## src/rtl/piecewise_linear_interpolator_top_assert.svh

```systemverilog
// Assertion macros for the piecewise linear interpolator top level
`ifndef PIECEWISE_LINEAR_INTERPOLATOR_TOP_ASSERT_SVH
`define PIECEWISE_LINEAR_INTERPOLATOR_TOP_ASSERT_SVH

// Same-cycle implication, checked outside reset
`define PLI_ASSERT_NOW(lbl, ante, cons, msg) \
    lbl: assert property (@(posedge clk) disable iff (!rst_n) (ante) |-> (cons)) \
        else $error(msg);

// Next-cycle implication, checked outside reset
`define PLI_ASSERT_NEXT(lbl, ante, cons, msg) \
    lbl: assert property (@(posedge clk) disable iff (!rst_n) (ante) |=> (cons)) \
        else $error(msg);

`endif

```

## src/rtl/pli_pkg.sv

```systemverilog
// Package: types, constants and register map of the piecewise linear interpolator
`timescale 1ns / 1ps

package pli_pkg;

    // Curve geometry
    localparam int MAX_SEGMENTS = 3;
    localparam int NUM_VALUES   = MAX_SEGMENTS + 1;

    // Default transaction queue depth between front and back
    localparam int QUEUE_DEPTH_DEF = 2;

    // Quotient bits produced by the serial divider, one per cycle
    localparam int DIV_STEPS = 16;

    // Register map (index = paddr[4:2])
    localparam logic [2:0] REG_SEGMENTS_IN_USE = 3'd0;
    localparam logic [2:0] REG_END_TIME_1      = 3'd1;
    localparam logic [2:0] REG_END_TIME_2      = 3'd2;
    localparam logic [2:0] REG_END_TIME_3      = 3'd3;
    localparam logic [2:0] REG_VALUE_0         = 3'd4;
    localparam logic [2:0] REG_VALUE_1         = 3'd5;
    localparam logic [2:0] REG_VALUE_2         = 3'd6;
    localparam logic [2:0] REG_VALUE_3         = 3'd7;

    // Register reset values
    localparam logic [1:0]  RST_SEGMENTS_IN_USE = 2'd3;
    localparam logic [15:0] RST_END_TIME_1      = 16'd100;
    localparam logic [15:0] RST_END_TIME_2      = 16'd200;
    localparam logic [15:0] RST_END_TIME_3      = 16'd300;
    localparam logic [15:0] RST_VALUE_0         = 16'd0;
    localparam logic [15:0] RST_VALUE_1         = 16'd256;
    localparam logic [15:0] RST_VALUE_2         = 16'd256;
    localparam logic [15:0] RST_VALUE_3         = 16'd256;

    // Result region codes
    typedef enum logic [1:0] {
        REGION_START  = 2'd0,
        REGION_INSIDE = 2'd1,
        REGION_END    = 2'd2
    } pli_region_t;

    // Back-end sequencer states
    typedef enum logic [1:0] {
        BK_IDLE,
        BK_MUL,
        BK_DIV,
        BK_DONE
    } pli_back_state_t;

    // Curve configuration as seen by the front end
    typedef struct packed {
        logic [1:0]                         segments_in_use;
        logic [MAX_SEGMENTS-1:0][15:0]      end_time;
        logic [NUM_VALUES-1:0][15:0]        value;
    } pli_cfg_t;

    // Classified transaction handed from front to back
    typedef struct packed {
        logic        direct;    // result is base, no interpolation
        pli_region_t region;
        logic [1:0]  seg;
        logic [15:0] base;      // start value, Q8.8 signed
        logic        diff_neg;  // sign of (stop - start)
        logic [15:0] diff_mag;  // |stop - start|
        logic [15:0] dt;        // t - t1
        logic [15:0] span;      // t2 - t1, non-zero when not direct
    } pli_item_t;

    // Back-end status for the top level
    typedef struct packed {
        logic idle;
        logic dividing;
    } pli_back_status_t;

endpackage

```

## src/rtl/piecewise_linear_interpolator_top.sv

```systemverilog
// Top level: APB register file, front end, transaction queue and back end
//
//  Channel   Handshake                       Payload
//  --------  ------------------------------  ----------------------------------
//  command   start (taken when busy is low)  time_offset
//  result    done, one-cycle strobe          curve_value, region, segment_index
//  config    APB psel/penable/pwrite/pready  paddr, pwdata, prdata
//
//  Each transaction passes through the back end as pop, multiply, 16 restoring divide
//  steps and output when interpolated, and as pop and output when the value is taken
//  directly; done follows the output cycle, so the divider sets the rate. The queue holds
//  QUEUE_DEPTH classified transactions, and busy is high while it is full. Results
//  cannot be stalled; done is high for one cycle.
//  Reset is asynchronous and active low and loads the default curve.
`timescale 1ns / 1ps

module piecewise_linear_interpolator_top
    import pli_pkg::*;
#(
    parameter int QUEUE_DEPTH = QUEUE_DEPTH_DEF
)
(
    input  logic        clk,
    input  logic        rst_n,
    // command channel
    input  logic        start,
    output logic        busy,
    input  logic [16:0] time_offset,
    // result channel
    output logic        done,
    output logic [15:0] curve_value,
    output logic [1:0]  region,
    output logic [1:0]  segment_index,
    // configuration port
    input  logic        psel,
    input  logic        penable,
    input  logic        pwrite,
    input  logic [4:0]  paddr,
    input  logic [31:0] pwdata,
    output logic [31:0] prdata,
    output logic        pready
);

    `include "piecewise_linear_interpolator_top_assert.svh"

    logic [1:0]  segments_in_use_reg;
    logic [15:0] end_time_1_reg;
    logic [15:0] end_time_2_reg;
    logic [15:0] end_time_3_reg;
    logic [15:0] value_0_reg;
    logic [15:0] value_1_reg;
    logic [15:0] value_2_reg;
    logic [15:0] value_3_reg;

    logic [2:0]       reg_index;
    logic             cfg_write;
    pli_cfg_t         cfg;
    pli_item_t        front_item;
    pli_item_t        q_head;
    logic             q_push;
    logic             q_pop;
    logic             q_full;
    logic             q_empty;
    pli_back_status_t back_status;

    // APB register file
    assign pready    = 1'b1;
    assign reg_index = paddr[4:2];
    assign cfg_write = psel && penable && pwrite && pready;

    always_ff @(posedge clk or negedge rst_n)
    begin
        if (!rst_n)
        begin
            segments_in_use_reg <= RST_SEGMENTS_IN_USE;
            end_time_1_reg      <= RST_END_TIME_1;
            end_time_2_reg      <= RST_END_TIME_2;
            end_time_3_reg      <= RST_END_TIME_3;
            value_0_reg         <= RST_VALUE_0;
            value_1_reg         <= RST_VALUE_1;
            value_2_reg         <= RST_VALUE_2;
            value_3_reg         <= RST_VALUE_3;
        end
        else if (cfg_write)
        begin
            unique case (reg_index)
                REG_SEGMENTS_IN_USE: segments_in_use_reg <= pwdata[1:0];
                REG_END_TIME_1:      end_time_1_reg      <= pwdata[15:0];
                REG_END_TIME_2:      end_time_2_reg      <= pwdata[15:0];
                REG_END_TIME_3:      end_time_3_reg      <= pwdata[15:0];
                REG_VALUE_0:         value_0_reg         <= pwdata[15:0];
                REG_VALUE_1:         value_1_reg         <= pwdata[15:0];
                REG_VALUE_2:         value_2_reg         <= pwdata[15:0];
                REG_VALUE_3:         value_3_reg         <= pwdata[15:0];
                default: ;
            endcase
        end
    end

    // Read-back
    always_comb
    begin
        prdata = 32'd0;
        unique case (reg_index)
            REG_SEGMENTS_IN_USE: prdata = {30'd0, segments_in_use_reg};
            REG_END_TIME_1:      prdata = {16'd0, end_time_1_reg};
            REG_END_TIME_2:      prdata = {16'd0, end_time_2_reg};
            REG_END_TIME_3:      prdata = {16'd0, end_time_3_reg};
            REG_VALUE_0:         prdata = {16'd0, value_0_reg};
            REG_VALUE_1:         prdata = {16'd0, value_1_reg};
            REG_VALUE_2:         prdata = {16'd0, value_2_reg};
            REG_VALUE_3:         prdata = {16'd0, value_3_reg};
            default:             prdata = 32'd0;
        endcase
    end

    // Curve configuration bundle
    assign cfg.segments_in_use = segments_in_use_reg;
    assign cfg.end_time        = {end_time_3_reg, end_time_2_reg, end_time_1_reg};
    assign cfg.value           = {value_3_reg, value_2_reg, value_1_reg, value_0_reg};

    // Command acceptance
    assign busy   = q_full;
    assign q_push = start && !busy;

    pli_front u_front
    (
        .cfg         (cfg),
        .time_offset (time_offset),
        .item        (front_item)
    );

    pli_queue #(
        .DEPTH (QUEUE_DEPTH)
    ) u_queue
    (
        .clk       (clk),
        .rst_n     (rst_n),
        .push      (q_push),
        .push_item (front_item),
        .pop       (q_pop),
        .head      (q_head),
        .full      (q_full),
        .empty     (q_empty)
    );

    pli_back u_back
    (
        .clk           (clk),
        .rst_n         (rst_n),
        .q_empty       (q_empty),
        .q_head        (q_head),
        .q_pop         (q_pop),
        .status        (back_status),
        .done          (done),
        .curve_value   (curve_value),
        .region        (region),
        .segment_index (segment_index)
    );

    // Checks
    `PLI_ASSERT_NOW(a_seg_zero_outside, done && (region != REGION_INSIDE), segment_index == 2'd0, "segment_index set outside a segment")
    `PLI_ASSERT_NEXT(a_no_spurious_done, back_status.idle && q_empty, !done, "result without a queued transaction")
    `PLI_ASSERT_NEXT(a_push_kept, q_push, !q_empty, "accepted transaction lost from queue")
    `PLI_ASSERT_NOW(a_no_pop_while_dividing, back_status.dividing, !q_pop, "queue popped during divide")

endmodule

```

## src/rtl/pli_front.sv

```systemverilog
// Front end: classifies a time offset against the curve and builds a transaction
`timescale 1ns / 1ps

module pli_front
    import pli_pkg::*;
(
    input  pli_cfg_t    cfg,
    input  logic [16:0] time_offset,
    output pli_item_t   item
);

    logic [1:0]  n_seg;
    logic [1:0]  last_idx;
    logic [15:0] last_end;
    logic        past_end;
    logic        positive;
    logic [15:0] t_u;
    logic        found;
    logic [1:0]  hit_seg;
    logic [15:0] hit_t1;
    logic [15:0] seg_t1;
    logic [15:0] start_val;
    logic [15:0] stop_val;
    logic [16:0] diff;
    logic [15:0] span;

    // Segment count clamped to 1..MAX_SEGMENTS
    always_comb
    begin
        if (cfg.segments_in_use == 2'd0)
            n_seg = 2'd1;
        else if (32'(cfg.segments_in_use) > MAX_SEGMENTS)
            n_seg = 2'(MAX_SEGMENTS);
        else
            n_seg = cfg.segments_in_use;
        last_idx = n_seg - 2'd1;
        last_end = cfg.end_time[last_idx];
    end

    // Past-end and positive-time tests
    assign past_end = $signed({time_offset[16], time_offset}) >= $signed({2'b00, last_end});
    assign positive = !time_offset[16] && (time_offset != 17'd0);
    assign t_u      = time_offset[15:0];

    // First segment whose span holds t
    always_comb
    begin
        found   = 1'b0;
        hit_seg = 2'd0;
        hit_t1  = 16'd0;
        seg_t1  = 16'd0;
        for (int i = 0; i < MAX_SEGMENTS; i++)
        begin
            if (!found && (i < 32'(n_seg)) && (seg_t1 <= t_u) && (t_u <= cfg.end_time[i]))
            begin
                found   = 1'b1;
                hit_seg = 2'(i);
                hit_t1  = seg_t1;
            end
            seg_t1 = cfg.end_time[i];
        end
    end

    // Segment endpoints
    assign start_val = cfg.value[hit_seg];
    assign stop_val  = cfg.value[hit_seg + 2'd1];
    assign diff      = {stop_val[15], stop_val} - {start_val[15], start_val};
    assign span      = cfg.end_time[hit_seg] - hit_t1;

    // Transaction build
    always_comb
    begin
        item.direct   = 1'b1;
        item.region   = REGION_START;
        item.seg      = 2'd0;
        item.base     = cfg.value[0];
        item.diff_neg = diff[16];
        item.diff_mag = diff[16] ? 16'(-diff) : diff[15:0];
        item.dt       = t_u - hit_t1;
        item.span     = span;
        priority if (past_end)
        begin
            item.region = REGION_END;
            item.base   = cfg.value[n_seg];
        end
        else if (positive && found)
        begin
            item.region = REGION_INSIDE;
            item.seg    = hit_seg;
            item.base   = start_val;
            item.direct = (span == 16'd0);
        end
    end

endmodule

```

## src/rtl/pli_queue.sv

```systemverilog
// Short transaction queue between the front and back ends
`timescale 1ns / 1ps

module pli_queue
    import pli_pkg::*;
#(
    parameter int DEPTH = QUEUE_DEPTH_DEF
)
(
    input  logic      clk,
    input  logic      rst_n,
    input  logic      push,
    input  pli_item_t push_item,
    input  logic      pop,
    output pli_item_t head,
    output logic      full,
    output logic      empty
);

    localparam int PTR_W = (DEPTH > 1) ? $clog2(DEPTH) : 1;
    localparam int CNT_W = $clog2(DEPTH + 1);

    pli_item_t        store_reg [DEPTH];
    logic [PTR_W-1:0] wr_ptr_reg, wr_ptr_next;
    logic [PTR_W-1:0] rd_ptr_reg, rd_ptr_next;
    logic [CNT_W-1:0] count_reg, count_next;

    assign full  = (count_reg == CNT_W'(DEPTH));
    assign empty = (count_reg == '0);
    assign head  = store_reg[rd_ptr_reg];

    // Pointer and fill count update
    always_comb
    begin
        wr_ptr_next = wr_ptr_reg;
        rd_ptr_next = rd_ptr_reg;
        count_next  = count_reg;
        if (push)
            wr_ptr_next = (wr_ptr_reg == PTR_W'(DEPTH - 1)) ? '0 : wr_ptr_reg + 1'b1;
        if (pop)
            rd_ptr_next = (rd_ptr_reg == PTR_W'(DEPTH - 1)) ? '0 : rd_ptr_reg + 1'b1;
        if (push && !pop)
            count_next = count_reg + 1'b1;
        else if (pop && !push)
            count_next = count_reg - 1'b1;
    end

    always_ff @(posedge clk or negedge rst_n)
    begin
        if (!rst_n)
        begin
            wr_ptr_reg <= '0;
            rd_ptr_reg <= '0;
            count_reg  <= '0;
        end
        else
        begin
            wr_ptr_reg <= wr_ptr_next;
            rd_ptr_reg <= rd_ptr_next;
            count_reg  <= count_next;
        end
    end

    // Payload storage
    always_ff @(posedge clk)
    begin
        if (push)
            store_reg[wr_ptr_reg] <= push_item;
    end

endmodule

```

## src/rtl/pli_back.sv

```systemverilog
// Back end: multiply, serial restoring divide and result output
`timescale 1ns / 1ps

module pli_back
    import pli_pkg::*;
(
    input  logic             clk,
    input  logic             rst_n,
    input  logic             q_empty,
    input  pli_item_t        q_head,
    output logic             q_pop,
    output pli_back_status_t status,
    output logic             done,
    output logic [15:0]      curve_value,
    output logic [1:0]       region,
    output logic [1:0]       segment_index
);

    localparam int CNT_W = $clog2(DIV_STEPS);

    pli_back_state_t state_reg, state_next;
    pli_item_t       item_reg;
    logic [15:0]     rem_reg;
    logic [15:0]     quo_reg;   // low dividend bits, shifted out as quotient comes in
    logic [CNT_W-1:0] cnt_reg;
    logic            done_reg;
    logic [15:0]     value_reg;
    logic [1:0]      region_reg;
    logic [1:0]      seg_reg;

    logic            load_item;
    logic            load_prod;
    logic            div_step;
    logic            emit;
    logic [31:0]     product;
    logic [16:0]     trial;
    logic            q_bit;
    logic [16:0]     q_signed;
    logic [16:0]     sum;

    // Next state
    always_comb
    begin
        state_next = state_reg;
        unique case (state_reg)
            BK_IDLE:
            begin
                if (!q_empty)
                    state_next = q_head.direct ? BK_DONE : BK_MUL;
            end
            BK_MUL:
                state_next = BK_DIV;
            BK_DIV:
            begin
                if (cnt_reg == CNT_W'(DIV_STEPS - 1))
                    state_next = BK_DONE;
            end
            BK_DONE:
                state_next = BK_IDLE;
            default:
                state_next = BK_IDLE;
        endcase
    end

    // Control outputs
    always_comb
    begin
        load_item = 1'b0;
        load_prod = 1'b0;
        div_step  = 1'b0;
        emit      = 1'b0;
        unique case (state_reg)
            BK_IDLE: load_item = !q_empty;
            BK_MUL:  load_prod = 1'b1;
            BK_DIV:  div_step  = 1'b1;
            BK_DONE: emit      = 1'b1;
            default: ;
        endcase
    end

    assign q_pop           = load_item;
    assign status.idle     = (state_reg == BK_IDLE);
    assign status.dividing = (state_reg == BK_DIV);

    // Datapath: |diff| * dt, then one quotient bit per cycle
    assign product = item_reg.diff_mag * item_reg.dt;
    assign trial   = {rem_reg, quo_reg[15]};
    assign q_bit   = (trial >= {1'b0, item_reg.span});

    // Quotient carries the sign of the value step; magnitude division truncates toward zero
    assign q_signed = item_reg.diff_neg ? 17'(-{1'b0, quo_reg}) : {1'b0, quo_reg};
    assign sum      = item_reg.direct ? {item_reg.base[15], item_reg.base}
                                      : {item_reg.base[15], item_reg.base} + q_signed;

    always_ff @(posedge clk or negedge rst_n)
    begin
        if (!rst_n)
        begin
            state_reg <= BK_IDLE;
            cnt_reg   <= '0;
            done_reg  <= 1'b0;
        end
        else
        begin
            state_reg <= state_next;
            done_reg  <= emit;
            if (load_prod)
                cnt_reg <= '0;
            else if (div_step)
                cnt_reg <= cnt_reg + 1'b1;
        end
    end

    // Payload registers
    always_ff @(posedge clk)
    begin
        if (load_item)
            item_reg <= q_head;
        if (load_prod)
        begin
            rem_reg <= product[31:16];
            quo_reg <= product[15:0];
        end
        else if (div_step)
        begin
            rem_reg <= q_bit ? 16'(trial - {1'b0, item_reg.span}) : trial[15:0];
            quo_reg <= {quo_reg[14:0], q_bit};
        end
        if (emit)
        begin
            value_reg  <= sum[15:0];
            region_reg <= item_reg.region;
            seg_reg    <= item_reg.seg;
        end
    end

    assign done          = done_reg;
    assign curve_value   = value_reg;
    assign region        = region_reg;
    assign segment_index = seg_reg;

endmodule

```

## config.mk

```make
export PLATFORM = sky130hd
export DESIGN_NAME = piecewise_linear_interpolator_top
export DESIGN_NICKNAME = d
export VERILOG_FILES = /design/src/rtl/pli_pkg.sv /design/src/rtl/piecewise_linear_interpolator_top.sv /design/src/rtl/pli_front.sv /design/src/rtl/pli_queue.sv /design/src/rtl/pli_back.sv
export VERILOG_INCLUDE_DIRS = /design/src /design/src/rtl
export SDC_FILE = /design/constraint.sdc
export NUM_CORES = 1
export LEC_CHECK = 0
export BUFFER_PORTS_ARGS = -buffer_cell sky130_fd_sc_hd__clkbuf_2
export CAP_MARGIN = 10
export CORE_AREA = 3 3 374 191
export CTS_CLUSTER_DIAMETER = 120
export DETAILED_ROUTE_END_ITERATION = 10
export DIE_AREA = 0 0 377 194
export GPL_ROUTABILITY_DRIVEN = 0
export PLACE_DENSITY = 0.71
export SYNTH_ARGS = -nofsm -noshare
export SYNTH_HDL_FRONTEND = slang
export SYNTH_SLANG_ARGS = --single-unit
export TNS_END_PERCENT = 5
```

## constraint.sdc

```tcl
create_clock -name clk -period 5.86 [get_ports clk]
set_input_delay 0.879 -clock clk [delete_from_list [all_inputs] [get_ports clk]]
set_output_delay 0.879 -clock clk [all_outputs]
set_load 0.01 [all_outputs]
```

* After elaboration in Yosys (flattened, before gate mapping)
Memory sizes are Yosys's and may differ from the RTL's. Cells that the tools add are included.
Storage, ports and cells: word-level logic and storage cells 159, output and inout port bits 55, RAM bits 140, memories kept 1, input port bits 60, register bits 247
Memory list:
- u_queue.store_reg | words 2, width 70, read ports 1, clocked after Yosys merged registers in 0, wr ports 1, RTL line pli_queue.sv:23 | pli_item_t store_reg [DEPTH];
Cells by class: order comparisons 15, reductions and logical operators 39, $add $sub $neg 14, multiplexer cells 48, eq/ne operators 14, multiply operators 1
Operators by type and width (number):
- $mux W16 | 16
- $pmux W32 S8 | 1
- $bmux W16 S2 | 5
- $le A16 B16 Y1 | 5
- $sub A16 B16 Y16 | 3
- $mul A16 B16 Y32 | 1
- $neg A16 Y16 | 2
- $mux W21 | 1
- $mux W2 | 9
- $reduce_and A2 Y1 | 9
- $ge A17 B16 Y1 | 1
- $ge A17 B17 Y1 | 1
- $reduce_bool A17 Y1 | 1
- $sub A16 B16 Y17 | 1
- $add A16 B16 Y16 | 1
- $le A1 B16 Y1 const A | 1
- $logic_not A16 Y1 | 1
- $logic_and A1 B1 Y1 | 15
- $mux W1 | 13
- $eq A3 B3 Y1 const B | 4
- $lt A2 B3 Y1 const B | 4
- $mux W4 | 2
- $pmux W2 S4 | 1
- $logic_not A1 Y1 | 7
- 16 further kinds | 26

* Depth between registers and ports, before layout
word-level depth 22, gate-level depth with buffers 25, mapped depth without buffers 24

* Modules after synthesis
A second synthesis with hierarchy kept.
Second synthesis, totals: cells, all modules 2980, area, all modules 31923.1 um2
Modules (own cells, without submodules):
- pli_back | times used 1, area each 14923.1 um2, cells each 1490, sequential area each 3838.7 um2
- pli_front | times used 1, area each 5977.0 um2, cells each 877, sequential area each 0.0 um2
- pli_queue | times used 1, area each 5589.1 um2, cells each 234, sequential area each 4304.1 um2
- piecewise_linear_interpolator_top | times used 1, area each 5434.0 um2, cells each 379, sequential area each 2871.5 um2

* Worst setup path before layout
No wires, ideal clock.
path kind input-to-reg, start point in time_offset[14], end point mem u_queue.store_reg[0][69] (netlist bit) (data pin), library setup time 0.192 ns, data arrival time 6.156 ns, stages 23, path slack -0.488 ns, data required time 5.668 ns, buffers on the path 3, cells stage by stage ha_1 nand3_1 or3_1 a311oi_1 or3b_1 a21boi_1 nor2b_1 clkbuf_1 nor2_1 buf_2 buf_1 a21oi_1 fa_1 a211oi_1 nor2_1 or3_1 a21oi_2 o21ai_1 a211oi_1 nor3_1 or4_1 or4_1 o41ai_2
RTL lines:
- start: declaration | RTL line piecewise_linear_interpolator_top.sv:28 | input logic [16:0] time_offset,
- end: declaration | RTL line pli_queue.sv:23

* Worst setup path in the final report
start point reg u_back.item_reg[44] (netlist bit), end point reg u_back.rem_reg[11] (data pin)
On the way: longest elaborated chain between the ends 2
RTL lines:
- start: declaration | RTL line pli_back.sv:22 | pli_item_t item_reg;
- start signal: assignment | RTL line pli_back.sv:118 | item_reg <= q_head;
- $mul A16 B16 Y32 | RTL line pli_back.sv:86 | assign product = item_reg.diff_mag * item_reg.dt;
- $mux W16 | RTL line pli_back.sv:119 | if (load_prod)
- end signal: assignment | RTL line pli_back.sv:121 | rem_reg <= product[31:16];
- end signal: assignment | RTL line pli_back.sv:126 | rem_reg <= q_bit ? 16'(trial - {1'b0, item_reg.span}) : trial[15:0];
- end: declaration | RTL line pli_back.sv:23 | logic [15:0] rem_reg;
No other way between the ends. A chain may end at the register's enable or synchronous reset.

==> metrics.txt <==
Post-CTS Hold Buffers 0; Slew Viols, Final 0; data required time of the worst path 6.17 ns; worst r2r src u_back.item_reg[44]; number of diodes 0; clock skew 0.0376 ns; vias in the first global route 24.6k; placed cells 4230; Synth Instances 3018; failing checks setup timing; register bit total from synthesis 387; commonest non-fill, non-tap cells in the layout 359 x buf_4, 352 x nand2_1, 322 x inv_1; Synth Flop Type edfxtp_1; via density per instance 5.55; max reg flops 140; Final HPWL DP 63.6 mm; Rel. slew slack 22.6%; final setup fails 19; die area 73100 sq um; Layout Nets 3919; first-pass GRT wire length 134 mm; row cnt 68; Via Count 24.1k; All-Layer GR Usage 23.0%; Tmin final 6.35 ns; CTS sink cnt 387; core area 68600 sq um; largest net degree at the start of global routing 70; Initial Util 44.9%; RSZ-0062 raised after global routing true; most common cell after layout, fill and taps aside buf_4; CTS buffer count 41; Worst Path Arrival 6.66 ns; Max Clock Freq 157 MHz; H-tree levels 2; average wire per standard cell 19.4 microns; clock latency on the worst-skew pair 0.58 ns; Mapped Area 30800 sq um; Final ANT Viol Nets 0; Die Width 377 microns; non-filler cells in the finished layout 4349; Routed WL 84.5 mm; Synth top area share 25.5%; DRT Pass-1 Iters 6; syn_area_per_cell 10.2 sq um; initial antenna violation count 0; r2r worst-path depth 22; Ys Warns 0; setup slack, reg-to-reg -0.49 ns; Worst Hold Class in -> async; IO Port Bufs 79; Seq/Total Area, Yosys 35.8%; Max Cap Viol 0; ranking of synthesized cells by area edfxtp_1 26%, fa_1 13%, ha_1 10%; largest area contributor in the netlist edfxtp_1; grt ovf 0; setup ws final -0.495 ns; filler cell count 5809; crit path kind reg -> reg; period utilization 108%; DRT iter0 DRCs 2176; Worst-path clk slew 0.07 ns; count of different cell masters after synthesis 78; number of flops mapped to enable cells by yosys 262; CTS Root Buffer Type clkbuf_16; Max FO, Critical Path 5; share of cells above drive strength 1 23.3%; Final Hold Viols 0; clock tree buffer depth 3; Area Overhead vs Synth 18.9%; Startpoint Class register; status finished with violations; Worst setup EP type register; Worst Tran Pin Value 1.16 ns; r2r endpoint u_back.rem_reg[11]; Residual DRC 0; FFs w/ async S/R, synth 32.3%; IO Pins 115; CTS tree built; chip height 194 microns
-- layer usage --
layer | wire [microns] | share of wire (%) | global-route usage [%] | vias up
met5 | 0 | 0 | 0 | -
met4 | 4030 | 4.8 | 10.3 | 0
met3 | 5740 | 6.8 | 2.74 | 233
met2 | 39300 | 47 | 37.5 | 934
met1 | 35400 | 42 | 30.9 | 11700
li1 | - | - | - | 11200
-- what timing repair did --
item	CTS	global route
pin swaps	34	33
setup endpoints to repair	20	53
cloned	0	1
resized for setup	60	55
setup buffers	27	16
-- Yosys cell counts (24+ instances only) --
master    instances
a21o_1           38
o22ai_1          29
a22oi_1          24
nand2_1         355
dfrtp_1         110
inv_1           328
fa_1            199
xor2_1           40
and2_1          103
nor3_1           28
nor2_1          135
edfxtp_1        262
o21ai_0         183
clkbuf_1        102
o21a_1           33
a21oi_1         145
mux2_2          152
ha_1            253
nand3_1          36
xnor2_1          74
mux2i_1          44
-- how the worst max path moves through the flow --
stage,startpoint,endpoint,slack [ns],depth (start not counted)
2_1_floorplan,time_offset[12],u_queue.store_reg[0][69],-0.33,24
3_3_place_gp,time_offset[12],u_queue.store_reg[0][69],-0.67,22
3_5_place_dp,time_offset[12],u_queue.store_reg[0][69],-0.71,22
4_1_cts,u_back.item_reg[45],u_back.rem_reg[11],-0.44,23
5_1_grt,u_back.item_reg[42],u_back.rem_reg[11],-0.75,25
6_report,u_back.item_reg[44],u_back.rem_reg[11],-0.49,22
-- worst max-delay path, cell delays in order (launching register included) --
cell	delay [ns]
edfxtp_1	0.53
buf_6	0.16
buf_4	0.12
nand2_1	0.09
fa_1	0.54
inv_1	0.05
fa_1	0.55
fa_1	0.45
fa_1	0.58
fa_1	0.44
fa_1	0.45
ha_1	0.32
a21o_1	0.17
a21o_1	0.17
a221o_1	0.35
a21oi_2	0.13
buf_4	0.14
o31ai_4	0.06
buf_4	0.15
a21o_1	0.17
a211o_1	0.29
nand4_1	0.10
o21ai_0	0.08
-- final cells by class --
class                   count  area [sq um]  area share (%)
well taps                 910          1140            3.11
clock buffers              51          1110            3.05
repair buffers            467          3420            9.35
flip-flops and latches    387         11000            30.1
multi-input cells        2180         18500            50.4
clock inverters            24           215           0.588
inverters                 330          1240            3.38
-- stage by stage --
step | util, % | worst slack, ns | area, sq um | setup TNS [ns] | hold slack (ns)
finish | 53.4 | -0.495 | 36600 | -5.01 | 0.390
global route | 53.4 | -0.746 | 36600 | -9.58 | 0.441
CTS | 52.9 | -0.439 | 36300 | -4.45 | 0.387
detailed placement | 50.3 | -0.713 | 34500 | -23.57 | 0.410
global placement | 50.3 | -0.673 | 34500 | -19.39 | 0.405
floorplan | - | -0.327 | 30900 | -1.77 | 0.400
-- logic make-up (layout without fill, tap and decap cells) --
| logic type | after synthesis | in the layout | synth area share (%) |
|---|---|---|---|
| DFF | 387 | 387 | 35.8 |
| other | 2 | 17 | 0.0244 |
| muxes | 203 | 203 | 7.50 |
| AOI/OAI and AO/OA | 614 | 614 | 12.5 |
| xor gates and xnor gates | 114 | 114 | 3.24 |
| adders and majority gates | 452 | 452 | 23.2 |
| and+or+nand+nor | 780 | 780 | 11.8 |
| buffers and inverters | 466 | 872 | 5.91 |
Power is not shown: default switching activity piles up to over one toggle a cycle in this logic, so the estimate is an artifact.
